<file path="config.mk">
export PLATFORM = sky130hd
export DESIGN_NAME = multi_slot_heartbeat_watchdog_unit
export DESIGN_NICKNAME = d
export VERILOG_FILES = /design/src/mshw_pkg.sv /design/src/mshw_ram.sv /design/src/mshw_ctrl.sv /design/src/mshw_datapath.sv /design/src/multi_slot_heartbeat_watchdog_unit.sv
export VERILOG_INCLUDE_DIRS = /design/src /design/src/src
export SDC_FILE = /design/constraint.sdc
export NUM_CORES = 2
export LEC_CHECK = 0
export ABC_AREA = 0
export BUFFER_PORTS_ARGS = -buffer_cell sky130_fd_sc_hd__clkbuf_2
export CAP_MARGIN = 40
export CORE_UTILIZATION = 55
export DETAILED_ROUTE_END_ITERATION = 12
export MAX_ROUTING_LAYER = met4
export PLACE_DENSITY_LB_ADDON = 0.25
export RECOVER_POWER = 50
export SYNTH_ARGS = -nofsm -noshare
export SYNTH_HDL_FRONTEND = slang
export SYNTH_SLANG_ARGS = --single-unit
</file>
<file path="constraint.sdc">
create_clock -name clk -period 9.3 [get_ports clk]
set_clock_uncertainty 0.05 [all_clocks]
set_input_delay 1.86 -clock clk [delete_from_list [all_inputs] [get_ports clk]]
set_output_delay 1.86 -clock clk [all_outputs]
set_load 0.005 [all_outputs]
</file>
<file path="src/multi_slot_heartbeat_watchdog_unit_defines.svh">
// Assertion macros for the multi-slot heartbeat watchdog unit.
// Included by the top level; depends on nothing else.
`ifndef MULTI_SLOT_HEARTBEAT_WATCHDOG_UNIT_DEFINES_SVH
`define MULTI_SLOT_HEARTBEAT_WATCHDOG_UNIT_DEFINES_SVH

// The consequent must hold in the same cycle as the antecedent.
`define MSHW_ASSERT_SAME(label, clk_s, rst_s, ante, cons) \
    label: assert property (@(posedge clk_s) disable iff (!rst_s) (ante) |-> (cons)) \
        else $error("watchdog same-cycle check failed");

// The consequent must hold in the cycle after the antecedent.
`define MSHW_ASSERT_NEXT(label, clk_s, rst_s, ante, cons) \
    label: assert property (@(posedge clk_s) disable iff (!rst_s) (ante) |=> (cons)) \
        else $error("watchdog next-cycle check failed");

`endif

</file>
<file path="src/mshw_pkg.sv">
// Shared types and constants of the multi-slot heartbeat watchdog unit.
// Used by the controller, the datapath and the top level; depends on nothing.
package mshw_pkg;

    // Defaults of the top-level parameters.
    localparam int SLOTS_DEF     = 16;
    localparam int TIME_BITS_DEF = 48;

    // Fixed field widths.
    localparam int SLOT_W     = 6;
    localparam int FUNC_W     = 3;
    localparam int TMO_W      = 32;
    localparam int PERIOD_W   = 16;
    localparam int COUNT_W    = 7;
    localparam int MASK_W     = 16;
    localparam int CFG_IDX_W  = 2;
    localparam int CFG_DATA_W = 32;
    localparam int IN_DATA_W  = 40;
    localparam int OUT_DATA_W = 104;

    // Safety margin added to every hardware timeout request.
    localparam int HW_MARGIN_MS = 1000;

    // Register values after reset.
    localparam logic [TMO_W-1:0]    DEFAULT_TIMEOUT_RST = 32'd3000;
    localparam logic [PERIOD_W-1:0] CHECK_PERIOD_RST    = 16'd100;
    localparam logic [TMO_W-1:0]    BOOT_GRACE_RST      = 32'd10000;
    // Start-up raise with the reset default timeout.
    localparam logic [TMO_W-1:0]    HW_TIMEOUT_RST      =
        32'(int'(DEFAULT_TIMEOUT_RST) + 2 * int'(CHECK_PERIOD_RST) + HW_MARGIN_MS);

    typedef enum logic [FUNC_W-1:0] {
        FUNC_TICK     = 3'd0,
        FUNC_REGISTER = 3'd1,
        FUNC_KICK     = 3'd2,
        FUNC_SINCE    = 3'd3,
        FUNC_HEALTH   = 3'd4
    } func_t;

    typedef enum logic [1:0] {
        STAT_OK       = 2'd0,
        STAT_FULL     = 2'd1,
        STAT_BAD_SLOT = 2'd2
    } status_t;

    typedef enum logic [CFG_IDX_W-1:0] {
        CFG_DEFAULT_TIMEOUT = 2'd0,
        CFG_CHECK_PERIOD    = 2'd1,
        CFG_BOOT_GRACE      = 2'd2
    } cfg_index_t;

    typedef enum logic [2:0] {
        S_IDLE,
        S_ACT,
        S_SWEEP,
        S_TAIL,
        S_OUT
    } state_t;

    // Commands from the controller to the datapath.
    typedef struct packed {
        logic              take;
        logic              act;
        logic [SLOT_W-1:0] rd_addr;
        logic              eval;
        logic [SLOT_W-1:0] eval_idx;
        logic              out_load;
    } cmd_t;

endpackage

</file>
<file path="src/mshw_ram.sv">
// Generic single-write, single-read RAM with a registered read port.
// Holds the per-slot timeouts and kick times; depends on nothing.
module mshw_ram #(
    parameter int WIDTH = 32,
    parameter int DEPTH = 16,
    localparam int AW = (DEPTH > 1) ? $clog2(DEPTH) : 1
) (
    input  logic             clk,
    input  logic             we,
    input  logic [AW-1:0]    waddr,
    input  logic [WIDTH-1:0] wdata,
    input  logic [AW-1:0]    raddr,
    output logic [WIDTH-1:0] rdata
);

    logic [WIDTH-1:0] mem [DEPTH];
    logic [WIDTH-1:0] rdata_reg;

    // Write port and registered read port.
    always_ff @(posedge clk)
    begin
        if (we)
        begin
            mem[waddr] <= wdata;
        end
        rdata_reg <= mem[raddr];
    end

    assign rdata = rdata_reg;

endmodule

</file>
<file path="src/mshw_ctrl.sv">
// Sequencing controller of the heartbeat watchdog: accept, act, sweep, deliver.
// Depends on mshw_pkg; drives the datapath through cmd_t.
module mshw_ctrl #(
    parameter int SLOTS = mshw_pkg::SLOTS_DEF
) (
    input  logic          clk,
    input  logic          rst_n,
    input  logic          s_tvalid,
    output logic          s_tready,
    output logic          m_tvalid,
    input  logic          m_tready,
    output mshw_pkg::cmd_t cmd
);
    import mshw_pkg::*;

    localparam int IDX_W = (SLOTS > 1) ? $clog2(SLOTS) : 1;
    localparam logic [IDX_W-1:0] IDX_LAST = IDX_W'(SLOTS - 1);

    state_t           state_reg, state_next;
    logic [IDX_W-1:0] idx_reg, idx_next;
    logic             eval_reg, eval_next;
    logic [IDX_W-1:0] eval_idx_reg;
    logic             out_valid_reg, out_valid_next;
    logic             out_load;

    // State, sweep counter and output valid registers.
    always_ff @(posedge clk or negedge rst_n)
    begin
        if (!rst_n)
        begin
            state_reg     <= S_IDLE;
            idx_reg       <= '0;
            eval_reg      <= 1'b0;
            eval_idx_reg  <= '0;
            out_valid_reg <= 1'b0;
        end
        else
        begin
            state_reg     <= state_next;
            idx_reg       <= idx_next;
            eval_reg      <= eval_next;
            eval_idx_reg  <= idx_reg;
            out_valid_reg <= out_valid_next;
        end
    end

    // Next state and commands.
    always_comb
    begin
        state_next = state_reg;
        idx_next   = idx_reg;
        eval_next  = 1'b0;
        out_load   = 1'b0;
        s_tready   = 1'b0;
        case (state_reg)
            S_IDLE:
            begin
                s_tready = 1'b1;
                if (s_tvalid)
                begin
                    state_next = S_ACT;
                end
            end
            S_ACT:
            begin
                idx_next   = '0;
                state_next = S_SWEEP;
            end
            S_SWEEP:
            begin
                // One slot read a cycle; the read data is checked once the registered read port returns it.
                eval_next = 1'b1;
                idx_next  = idx_reg + IDX_W'(1);
                if (idx_reg == IDX_LAST)
                begin
                    idx_next   = '0;
                    state_next = S_TAIL;
                end
            end
            S_TAIL:
            begin
                state_next = S_OUT;
            end
            S_OUT:
            begin
                // Load the result only once the previous word has left.
                if (!out_valid_reg || m_tready)
                begin
                    out_load   = 1'b1;
                    state_next = S_IDLE;
                end
            end
            default:
            begin
                state_next = S_IDLE;
            end
        endcase

        if (out_load)
        begin
            out_valid_next = 1'b1;
        end
        else if (m_tready)
        begin
            out_valid_next = 1'b0;
        end
        else
        begin
            out_valid_next = out_valid_reg;
        end
    end

    assign m_tvalid      = out_valid_reg;
    assign cmd.take      = s_tready && s_tvalid;
    assign cmd.act       = (state_reg == S_ACT);
    assign cmd.rd_addr   = SLOT_W'(idx_reg);
    assign cmd.eval      = eval_reg;
    assign cmd.eval_idx  = SLOT_W'(eval_idx_reg);
    assign cmd.out_load  = out_load;

endmodule

</file>
<file path="src/mshw_datapath.sv">
// Datapath of the heartbeat watchdog: registers, slot memories, time and checks.
// Depends on mshw_pkg and mshw_ram; commanded by mshw_ctrl.
module mshw_datapath #(
    parameter int SLOTS     = mshw_pkg::SLOTS_DEF,
    parameter int TIME_BITS = mshw_pkg::TIME_BITS_DEF
) (
    input  logic                                clk,
    input  logic                                rst_n,
    input  mshw_pkg::cmd_t                      cmd,
    input  logic                                cfg_write,
    input  logic [mshw_pkg::CFG_IDX_W-1:0]      cfg_index,
    input  logic [mshw_pkg::CFG_DATA_W-1:0]     cfg_data,
    input  logic [mshw_pkg::FUNC_W-1:0]         in_func,
    input  logic [mshw_pkg::IN_DATA_W-1:0]      in_data,
    output logic [mshw_pkg::OUT_DATA_W-1:0]     out_data
);
    import mshw_pkg::*;

    localparam int IDX_W  = (SLOTS > 1) ? $clog2(SLOTS) : 1;
    localparam int FILL_W = $clog2(SLOTS + 1);
    localparam logic [FILL_W-1:0] FILL_FULL = FILL_W'(SLOTS);

    // Configuration registers.
    logic [TMO_W-1:0]    default_reg;
    logic [PERIOD_W-1:0] period_reg;
    logic [TMO_W-1:0]    grace_reg;

    // Latched input word.
    logic [FUNC_W-1:0]   func_reg;
    logic [SLOT_W-1:0]   slot_reg;
    logic [TMO_W-1:0]    tmo_reg;

    // Block state.
    logic [TIME_BITS-1:0] now_reg;
    logic [PERIOD_W-1:0]  pc_reg;
    logic [TMO_W-1:0]     hw_reg;
    logic [FILL_W-1:0]    fill_reg;
    logic [SLOTS-1:0]     stale_reg;

    // Per-word results.
    status_t              status_reg;
    logic [SLOT_W-1:0]    given_reg;
    logic [TMO_W-1:0]     since_reg;
    logic                 healthy_reg;
    logic                 scan_reg;
    logic [COUNT_W-1:0]   cnt_reg;
    logic                 raised_reg;
    logic [OUT_DATA_W-1:0] out_reg;

    // Action-cycle terms.
    logic [TMO_W-1:0]     tmo_eff;
    logic [TMO_W+1:0]     want_sum;
    logic [TMO_W-1:0]     want;
    logic                 raise;
    logic                 full;
    logic [SLOT_W:0]      fill_ext;
    logic                 slot_ok;
    logic [PERIOD_W-1:0]  pc_inc;
    logic                 scan_hit;
    logic [IDX_W-1:0]     fill_idx;
    logic [IDX_W-1:0]     slot_idx;

    // Memory ports.
    logic                 tmo_we;
    logic                 kick_we;
    logic [IDX_W-1:0]     kick_waddr;
    logic [IDX_W-1:0]     raddr;
    logic [TMO_W-1:0]     tmo_rdata;
    logic [TIME_BITS-1:0] kick_rdata;

    // Sweep terms.
    logic [IDX_W-1:0]     eidx;
    logic                 e_used;
    logic [TIME_BITS-1:0] diff;
    logic                 late;

    // Output terms.
    logic                 feed;
    logic [63:0]          stale_wide;
    logic [MASK_W-1:0]    mask;

    // Hardware timeout request and the checks made when a word is acted on.
    always_comb
    begin
        tmo_eff  = (tmo_reg == '0) ? default_reg : tmo_reg;
        want_sum = (TMO_W+2)'(tmo_eff) + (TMO_W+2)'({period_reg, 1'b0})
                 + (TMO_W+2)'(HW_MARGIN_MS);
        want     = (|want_sum[TMO_W+1:TMO_W]) ? '1 : want_sum[TMO_W-1:0];
        raise    = want > hw_reg;
        full     = (fill_reg == FILL_FULL);
        fill_ext = (SLOT_W+1)'(fill_reg);
        // Slots are taken in order and never freed, so used means below the fill count.
        slot_ok  = {1'b0, slot_reg} < fill_ext;
        pc_inc   = pc_reg + PERIOD_W'(1);
        scan_hit = pc_inc >= period_reg;
        fill_idx = fill_reg[IDX_W-1:0];
        slot_idx = slot_reg[IDX_W-1:0];
    end

    // Memory write and read addresses.
    always_comb
    begin
        tmo_we     = cmd.act && (func_reg == FUNC_REGISTER) && !full;
        kick_we    = tmo_we || (cmd.act && (func_reg == FUNC_KICK) && slot_ok);
        kick_waddr = (func_reg == FUNC_REGISTER) ? fill_idx : slot_idx;
        raddr      = cmd.rd_addr[IDX_W-1:0];
    end

    mshw_ram #(
        .WIDTH (TMO_W),
        .DEPTH (SLOTS)
    ) u_tmo_ram (
        .clk   (clk),
        .we    (tmo_we),
        .waddr (fill_idx),
        .wdata (tmo_eff),
        .raddr (raddr),
        .rdata (tmo_rdata)
    );

    mshw_ram #(
        .WIDTH (TIME_BITS),
        .DEPTH (SLOTS)
    ) u_kick_ram (
        .clk   (clk),
        .we    (kick_we),
        .waddr (kick_waddr),
        .wdata (now_reg),
        .raddr (raddr),
        .rdata (kick_rdata)
    );

    // Check of one slot read back during the sweep.
    always_comb
    begin
        eidx   = cmd.eval_idx[IDX_W-1:0];
        e_used = {1'b0, cmd.eval_idx} < fill_ext;
        diff   = now_reg - kick_rdata;
        late   = (|diff[TIME_BITS-1:TMO_W]) || (diff[TMO_W-1:0] > tmo_rdata);
    end

    // Configuration, time, hardware timeout, fill count and stale flags.
    always_ff @(posedge clk or negedge rst_n)
    begin
        if (!rst_n)
        begin
            default_reg <= DEFAULT_TIMEOUT_RST;
            period_reg  <= CHECK_PERIOD_RST;
            grace_reg   <= BOOT_GRACE_RST;
            now_reg     <= '0;
            pc_reg      <= '0;
            hw_reg      <= HW_TIMEOUT_RST;
            fill_reg    <= '0;
            stale_reg   <= '0;
        end
        else
        begin
            if (cfg_write)
            begin
                case (cfg_index)
                    CFG_DEFAULT_TIMEOUT: default_reg <= cfg_data;
                    CFG_CHECK_PERIOD:    period_reg  <= cfg_data[PERIOD_W-1:0];
                    CFG_BOOT_GRACE:      grace_reg   <= cfg_data;
                    default:             ;
                endcase
            end
            if (cmd.act)
            begin
                case (func_reg)
                    FUNC_TICK:
                    begin
                        now_reg <= now_reg + TIME_BITS'(1);
                        pc_reg  <= scan_hit ? '0 : pc_inc;
                    end
                    FUNC_REGISTER:
                    begin
                        if (raise)
                        begin
                            hw_reg <= want;
                        end
                        if (!full)
                        begin
                            fill_reg            <= fill_reg + FILL_W'(1);
                            stale_reg[fill_idx] <= 1'b0;
                        end
                    end
                    default: ;
                endcase
            end
            if (cmd.eval && scan_reg && e_used)
            begin
                stale_reg[eidx] <= late;
            end
        end
    end

    // Per-word results: latched input, action outcome and sweep accumulation.
    always_ff @(posedge clk)
    begin
        if (cmd.take)
        begin
            func_reg <= in_func;
            slot_reg <= in_data[SLOT_W-1:0];
            tmo_reg  <= in_data[SLOT_W+TMO_W-1:SLOT_W];
        end
        if (cmd.act)
        begin
            status_reg  <= STAT_OK;
            given_reg   <= '0;
            since_reg   <= '0;
            healthy_reg <= 1'b1;
            scan_reg    <= 1'b0;
            cnt_reg     <= '0;
            raised_reg  <= 1'b0;
            case (func_reg)
                FUNC_TICK:
                begin
                    scan_reg <= scan_hit;
                end
                FUNC_REGISTER:
                begin
                    raised_reg <= raise;
                    if (full)
                    begin
                        status_reg <= STAT_FULL;
                    end
                    else
                    begin
                        given_reg <= SLOT_W'(fill_reg);
                    end
                end
                FUNC_KICK:
                begin
                    if (!slot_ok)
                    begin
                        status_reg <= STAT_BAD_SLOT;
                    end
                end
                FUNC_SINCE:
                begin
                    if (!slot_ok)
                    begin
                        status_reg <= STAT_BAD_SLOT;
                        since_reg  <= '1;
                    end
                end
                default: ;
            endcase
        end
        if (cmd.eval && e_used)
        begin
            if (late)
            begin
                healthy_reg <= 1'b0;
                if (scan_reg)
                begin
                    cnt_reg <= cnt_reg + COUNT_W'(1);
                end
            end
            // Capture the elapsed time of the queried slot as it passes by.
            if ((func_reg == FUNC_SINCE) && (status_reg == STAT_OK)
                && (cmd.eval_idx == slot_reg))
            begin
                since_reg <= diff[TMO_W-1:0];
            end
        end
        if (cmd.out_load)
        begin
            out_reg <= {5'b0, raised_reg, hw_reg, mask, cnt_reg, feed, scan_reg,
                        healthy_reg, since_reg, given_reg, status_reg};
        end
    end

    // Feed decision and stale mask of the first sixteen slots.
    always_comb
    begin
        feed       = scan_reg && ((cnt_reg == '0) || (now_reg < TIME_BITS'(grace_reg)));
        stale_wide = 64'(stale_reg);
        mask       = scan_reg ? stale_wide[MASK_W-1:0] : '0;
    end

    assign out_data = out_reg;

endmodule

</file>
<file path="src/multi_slot_heartbeat_watchdog_unit.sv">
// Multi-slot heartbeat watchdog unit, top level. Depends on mshw_pkg, mshw_ctrl,
// mshw_datapath, mshw_ram and the assertion macro header. Software registers
// heartbeat slots, kicks them and queries them; tick words advance a millisecond
// clock and every check period the unit rescans all slots, sets their stale
// flags and decides whether to feed the hardware watchdog. Every input word
// yields exactly one result word. After acceptance the unit acts on the word,
// then sweeps the timeout and kick-time memories slot by slot through their
// single read port to work out health, stale flags and the queried elapsed
// time, checks the last slot read, loads the output register and goes back
// to idle, where the next word is accepted. The result waits in that register
// while the next word is accepted; a result still held there when the following
// one is ready stalls the unit until the sink takes it. The slot memories need
// no clearing after reset; the sweep ignores what it reads for a slot that has
// not been registered.
`include "multi_slot_heartbeat_watchdog_unit_defines.svh"

module multi_slot_heartbeat_watchdog_unit #(
    parameter int SLOTS     = mshw_pkg::SLOTS_DEF,
    parameter int TIME_BITS = mshw_pkg::TIME_BITS_DEF
) (
    input  logic                            clk,
    input  logic                            rst_n,
    // Input words.
    input  logic                            s_tvalid,
    output logic                            s_tready,
    // s_tdata, low bit up: slot [5:0], timeout [37:6], zero fill [39:38].
    input  logic [mshw_pkg::IN_DATA_W-1:0]  s_tdata,
    // s_tuser, low bit up: func [2:0].
    input  logic [mshw_pkg::FUNC_W-1:0]     s_tuser,
    // Result words.
    output logic                            m_tvalid,
    input  logic                            m_tready,
    // m_tdata, low bit up: status [1:0], slot_given [7:2], elapsed [39:8],
    // healthy [40], scan_done [41], feed [42], stale_count [49:43],
    // stale_mask [65:50], hw_timeout_ms [97:66], hw_raised [98], zero fill [103:99].
    output logic [mshw_pkg::OUT_DATA_W-1:0] m_tdata,
    // Configuration writes.
    input  logic                            cfg_valid,
    output logic                            cfg_ready,
    input  logic [mshw_pkg::CFG_IDX_W-1:0]  cfg_index,
    input  logic [mshw_pkg::CFG_DATA_W-1:0] cfg_data
);
    import mshw_pkg::*;

    cmd_t cmd;

    // Registers are always writable; software writes them only while idle.
    assign cfg_ready = 1'b1;

    mshw_ctrl #(
        .SLOTS (SLOTS)
    ) u_ctrl (
        .clk      (clk),
        .rst_n    (rst_n),
        .s_tvalid (s_tvalid),
        .s_tready (s_tready),
        .m_tvalid (m_tvalid),
        .m_tready (m_tready),
        .cmd      (cmd)
    );

    mshw_datapath #(
        .SLOTS     (SLOTS),
        .TIME_BITS (TIME_BITS)
    ) u_datapath (
        .clk       (clk),
        .rst_n     (rst_n),
        .cmd       (cmd),
        .cfg_write (cfg_valid && cfg_ready),
        .cfg_index (cfg_index),
        .cfg_data  (cfg_data),
        .in_func   (s_tuser),
        .in_data   (s_tdata),
        .out_data  (m_tdata)
    );

    // An accepted word is acted on next and blocks further words meanwhile.
    `MSHW_ASSERT_NEXT(a_take_then_act, clk, rst_n, s_tvalid && s_tready, cmd.act && !s_tready)
    // A new result never overwrites one that has not been taken.
    `MSHW_ASSERT_SAME(a_no_overwrite, clk, rst_n, cmd.out_load, !m_tvalid || m_tready)
    // A loaded result is offered in the next cycle.
    `MSHW_ASSERT_NEXT(a_load_shows, clk, rst_n, cmd.out_load, m_tvalid)
    // The sweep only checks slots that exist.
    `MSHW_ASSERT_SAME(a_eval_in_range, clk, rst_n, cmd.eval, cmd.eval_idx < SLOTS)

endmodule
</file>
**Yosys cells after proc, flatten, opt, wreduce, memory -nomap -nowiden**

Memory sizes are Yosys's and may differ from the RTL's. A register that Yosys moved wholly into a read port is not among the register bits.
Cells that the tools add are included.

- Add/sub/neg operators: 8
- Multiply operators: 0
- Divide/modulo/power cells: 0
- $lt $le $gt $ge: 10
- Eq/ne operators: 15
- Shifts and indexed selects: 0
- Multiplexer cells: 44
- Bitwise logic cells: 4
- Reductions and logical operators: 38

Operators by type and width:

| operator | count |
|---|---|
| $mux W32 | 7 |
| $mux W16 | 5 |
| $gt A32 B32 Y1 | 2 |
| $add A48 B1 Y48 const B | 1 |
| $lt A48 B32 Y1 | 1 |
| $sub A48 B48 Y48 | 1 |
| $add A34 B10 Y34 const B | 1 |
| $add A32 B17 Y33 | 1 |
| $logic_not A32 Y1 | 1 |
| $mux W7 | 4 |
| $add A16 B1 Y16 const B | 1 |
| $and A16 B16 Y16 | 1 |
| $bwmux W16 | 1 |
| $ge A16 B16 Y1 | 1 |
| $mux W1 | 16 |
| $not A16 Y16 | 1 |
| $reduce_or A16 Y1 | 1 |
| $pmux W3 S5 | 1 |
| $logic_and A1 B1 Y1 | 13 |
| $eq A3 B2 Y1 const B | 4 |
| $lt A4 B5 Y1 const B | 2 |
| $mux W3 | 3 |
| $reduce_and A3 Y1 | 3 |
| $demux W1 S4 | 2 |
| other kinds (28) | 45 |

- Register bits: 400
- Latch bits: 0
- RAM bits: 1,280
- Memory bits (read-only): 0
- Input bits: 82
- Output and inout port bits: 107
- Logic and storage cells: 147
- Memories: 2

Memory list:

| memory | depth | bits a word | read ports | clocked after Yosys merged registers in | write ports | line | RTL |
|---|---|---|---|---|---|---|---|
| u_datapath.u_kick_ram.mem | 16 | 48 | 1 | 1 | 1 | mshw_ram.sv:16 | `logic [WIDTH-1:0] mem [DEPTH];` |
| u_datapath.u_tmo_ram.mem | 16 | 32 | 1 | 1 | 1 | mshw_ram.sv:16 |  |

**Depth between registers and ports, before layout**

- Depth in word-level cells: 11
- Depth in mapped cells: 36
- Gate-level depth less buffers: 30

**Cells and area by module**

From an unflattened synthesis, not the netlist that was laid out.

- Cell total of the unflattened synthesis: 4,313
- Area, all modules: 72,181.7 um^2

By module, submodules not included:

| module | times used | cells an instance | area each (um^2) | seq. area each (um^2) |
|---|---|---|---|---|
| mshw_ram at u_datapath.u_kick_ram | 1 | 1,242 | 29,694.7 | 24,023.0 |
| mshw_datapath | 1 | 2,177 | 22,024.9 | 10,198.5 |
| mshw_ram at u_datapath.u_tmo_ram | 1 | 838 | 19,854.0 | 16,015.4 |
| mshw_ctrl | 1 | 54 | 596.8 | 325.3 |
| multi_slot_heartbeat_watchdog_unit | 1 | 2 | 11.3 | 0.0 |

**Least setup slack after synthesis**

Ideal clock, no wire load.

- Path kind: register to register
- Start point: register u_datapath.tmo_reg[18]
- End point: register u_datapath.hw_reg[1]
- Setup time: 0.125 ns
- Data arrival time: 7.730 ns
- Required time: 9.125 ns
- Setup slack: 1.396 ns
- Cell stages (with the launch flop): 36
- Buffers on the path: 7
- Period minus slack after synthesis: 7.904 ns
- Cells stage by stage: edfxtp_1 > nor4_2 > nand4_1 > nor2_2 > buf_2 > buf_1 > clkbuf_1 > a21o_1 > ha_1 > inv_1 > fa_1 > nor2b_1 > o31a_1 > o2111ai_1 > a21boi_2 > o211a_1 > xor2_1 > nand3_2 > or4_1 > o41a_1 > buf_6 > buf_2 > nand2_1 > ha_1 > a21o_1 > a21o_1 > a21o_1 > a21o_1 > a21o_1 > a21o_1 > a21oi_1 > a21oi_1 > and2_1 > buf_1 > clkbuf_1 > mux2_2

- Cells in the longest elaborated chain, start to end: 8

RTL lines:

| what | line | RTL |
|---|---|---|
| from (decl) | mshw_datapath.sv:31 | `logic [TMO_W-1:0] tmo_reg;` |
| from (signal assigned) | mshw_datapath.sv:204 | `tmo_reg <= in_data[SLOT_W+TMO_W-1:SLOT_W];` |
| $logic_not A32 Y1 (*) | mshw_datapath.sv:85 | `tmo_eff = (tmo_reg == '0) ? default_reg : tmo_reg;` |
| $mux W32 (*) | mshw_datapath.sv:85 |  |
| via u_datapath.tmo_eff[1] | mshw_datapath.sv:51 | `logic [TMO_W-1:0] tmo_eff;` |
| $add A32 B17 Y33 (*) | mshw_datapath.sv:86 | `want_sum = (TMO_W+2)'(tmo_eff) + (TMO_W+2)'({period_reg, 1'b0})` |
| $add A34 B10 Y34 (*) | mshw_datapath.sv:87 | `+ (TMO_W+2)'(HW_MARGIN_MS);` |
| $reduce_or A2 Y1 | mshw_datapath.sv:88 | `want = (\|want_sum[TMO_W+1:TMO_W]) ? '1 : want_sum[TMO_W-1:0];` |
| $mux W32 (*) | mshw_datapath.sv:88 |  |
| via u_datapath.want[25] | mshw_datapath.sv:53 | `logic [TMO_W-1:0] want;` |
| $gt A32 B32 Y1 (*) | mshw_datapath.sv:89 | `raise = want > hw_reg;` |
| $reduce_and A3 Y1 (no source line) (*) | - |  |
| to (signal assigned) | mshw_datapath.sv:179 | `hw_reg <= want;` |
| to (decl) | mshw_datapath.sv:36 | `logic [TMO_W-1:0] hw_reg;` |

Mark *: on every way through the listed nets, which the timed path passes. The rest lies on a longest branch.
A chain may end at the register's enable or synchronous reset.

**Worst setup path after layout**

- Start point: register u_datapath.tmo_reg[26]
- End point: register u_datapath.hw_reg[22]

The elaborated chain is that of the path after synthesis.

==> results.yml <==
status:
  status: "complete, but fails checks"
  violations: "capacitance limit, slew limit"
global_routing:
  grt_max_degree: 146
  grt_pass1_vias: 39700
  grt_pass1_wl_um: 266000
  antenna_found_initial: 2
  grt-ovfl-total: 0
  grtUsageTotal_pct: 27.9
floorplanning:
  dieArea_um2: 135000
  ios: 189
  core_um2: 132000
  die_x_um: 367
  rows: 133
  die_h_um: 367
  start_util_pct: 55.6
detailed_routing:
  firstDrtPassIters: 5
  drc: 0
  detail-route-antenna-nets: 0
  vias_per_cell: 6.25
  drtIter0Drc: 4846
  vias: 40500
  wirelength_um: 181000
  wl_per_cell_um: 28.0
critical_path:
  cp_common_cell: "buf_4"
  critical_path_arrival_ps: 9290
  cp.required_ps: 9970
  cp-end-kind: "flip-flop"
  worst-path-max-fanout: 25
  crit_type: "flip-flop to flip-flop"
  crit_slowest_cell: "nor4_1"
  critPathMaxStageDelay_ps: 700
  start_kind: "flip-flop"
synth:
  yosysSeqAreaShare_pct: 69.0
  synth-main-ff-cell: "edfxtp_1"
  synth_edf_count: 1428
  synthArstFlopShare_pct: 11.9
  synthCells: 4277
  ys_ff_latch: 1758
  syn_area_um2: 73300
  avgSynthCellArea_um2: 17.1
  yosysWarnings: 0
  ys_types: 96
sta:
  worst_pin_slew_ps: 4660
  period_needed_ps: 8620
  timing.final.crit_share_pct: 92.7
  fmax_ghz: 0.116
  maxSlewViolCount: 784
  timing.final.hold_violations: 0
  rsz0062_at_grt: "false"
  setup_tns_ps: 0
  relSlewSlack_pct: -211
  setup_viol: 0
clock_tree:
  cts_setup_buffers: 0
  cts.repair.resized: 0
  cts_made_buffers: 171
  cts_hold_buf: 0
  htree_levels: 4
  path_clk_slew_ps: 60
  clock_sinks: 1758
  clkLatencyLatePin_ps: 810
  tritoncts: "built"
  clockBufferDepth: 3
  clock-root-buffer: "clkbuf_16"
layout:
  design_area_um2: 82300
  fin_nets: 4851
  syn_to_final_growth_pct: 12.4
  antenna_cells: 0
  top_register: "u_datapath.u_kick_ram.mem"
  largest_reg_flops: 768
  drive_gt1_share_pct: 22.0
job:
  cap_violations: 17
place:
  placed_area_um2: 77200
  gp_congestion: 0.897
  dp_hpwl_um: 110000
  io_buffers: 179
pwr:
  total_leakage_power_uw: 0.0295
  vdd_drop_max_mv: 0.253
  power-per-cell-area_nw_per_um2: 267
min_path:
  hold_class: "flip-flop to flip-flop"
==> area by class of cell <==
class,count,area (µm²)
clock inverter,79,651
sequential,1758,50600
multi-input combinational,2149,21500
tap,1755,2200
fill,9407,49500
clock buffer,242,4830
inverter,206,773
timing repair buffer,290,1820
==> worst paths after layout <==
kind	depth (start not counted)	slack (ps)	from	to
setup / recovery	31	680	u_datapath.tmo_reg[26]	u_datapath.hw_reg[22]
hold / removal	0	370	u_datapath.given_reg[3]	u_datapath.out_data[5]
setup reg to reg	31	680	u_datapath.tmo_reg[26]	u_datapath.hw_reg[22]
hold reg to reg	0	370	u_datapath.given_reg[3]	u_datapath.out_data[5]
max in group asynchronous	1	3850	rst_n	u_datapath.now_reg[15]
min in group asynchronous	1	2680	rst_n	u_datapath.stale_reg[0]
==> through the flow <==
step | power, µW | setup slack (ps) | utilization [%] | std cells | hold slack (ps)
2_1_floorplan | 13500 | 1400 | - | 4282 | 320
3_3_place_gp | 15100 | 938 | 58.2 | 6133 | 357
3_5_place_dp | 15200 | 784 | 58.6 | 6156 | 358
4_1_cts | 22000 | 736 | 62.7 | 6477 | 375
5_1_grt | 22900 | 34.0 | 62.4 | 6479 | 380
6_report | 22000 | 677 | 62.4 | 6479 | 373
==> worst max-delay path: cells and delay by family (launching register included) <==
kind | cells | cell delay [ps]
AOI/OAI and AO/OA | 13 | 3320
and+or+nand+nor | 12 | 3160
buffers and inverters | 4 | 1070
DFF | 1 | 500
adders and majority gates | 2 | 440
==> routing by layer <==
layer	wire length, µm	track usage (%)	share of wire, %	vias up
met2	82900	40.8	46	1913
met5	0	-	0	-
met1	77800	41.1	43	20900
met4	4080	6.65	2.2	0
li1	-	-	-	17400
met3	16500	5.14	9.1	247
==> logic make-up after synthesis <==
family,count (synthesis),synth area share [%]
buffers and inverters,375,2.01
XOR/XNOR,159,1.91
adder cells (fa/ha/maj),193,3.32
AO/OA/AOI/OAI,527,4.74
flip-flops,1758,69.0
multiplexers,497,13.8
other,2,0.0103
AND/OR/NAND/NOR,766,5.22
==> layout by cell type, fill, tap and decap left out, types with 32 or more instances in the layout <==
cell type  count
a21o_1        96
a21oi_1      142
a31oi_1       44
and3_1        32
buf_4         58
clkbuf_1     113
clkbuf_16    177
clkbuf_2     150
dfrtp_1      191
dfxtp_1      120
edfxtp_1    1428
ha_1         191
inv_1        205
mux2_2        87
mux4_2       400
nand2_1      172
nand3_1       62
nand4_1       57
nor2_1       189
nor3_1        43
o21ai_0       90
xnor2_1      107
xor2_1        51
==> where the power goes <==
part | total [µW] | internal, µW | switching [µW]
registers | 9720 | 9210 | 504
clock network | 6780 | 3880 | 2900
logic | 5460 | 2450 | 3010
total | 22000 | 15500 | 6410
==> cell usage after synthesis (90+ instances only) <==
cell / instances / area [µm²]
a21o_1: 96 / 721
a21oi_1: 142 / 711
clkbuf_1: 125 / 469
dfrtp_1: 191 / 4780
dfxtp_1: 120 / 2400
edfxtp_1: 1428 / 42900
ha_1: 191 / 2390
inv_1: 205 / 769
mux4_2: 400 / 9010
nand2_1: 172 / 646
nor2_1: 215 / 807
o21ai_0: 90 / 450
xnor2_1: 107 / 937
(Power assumes the default switching activity.)
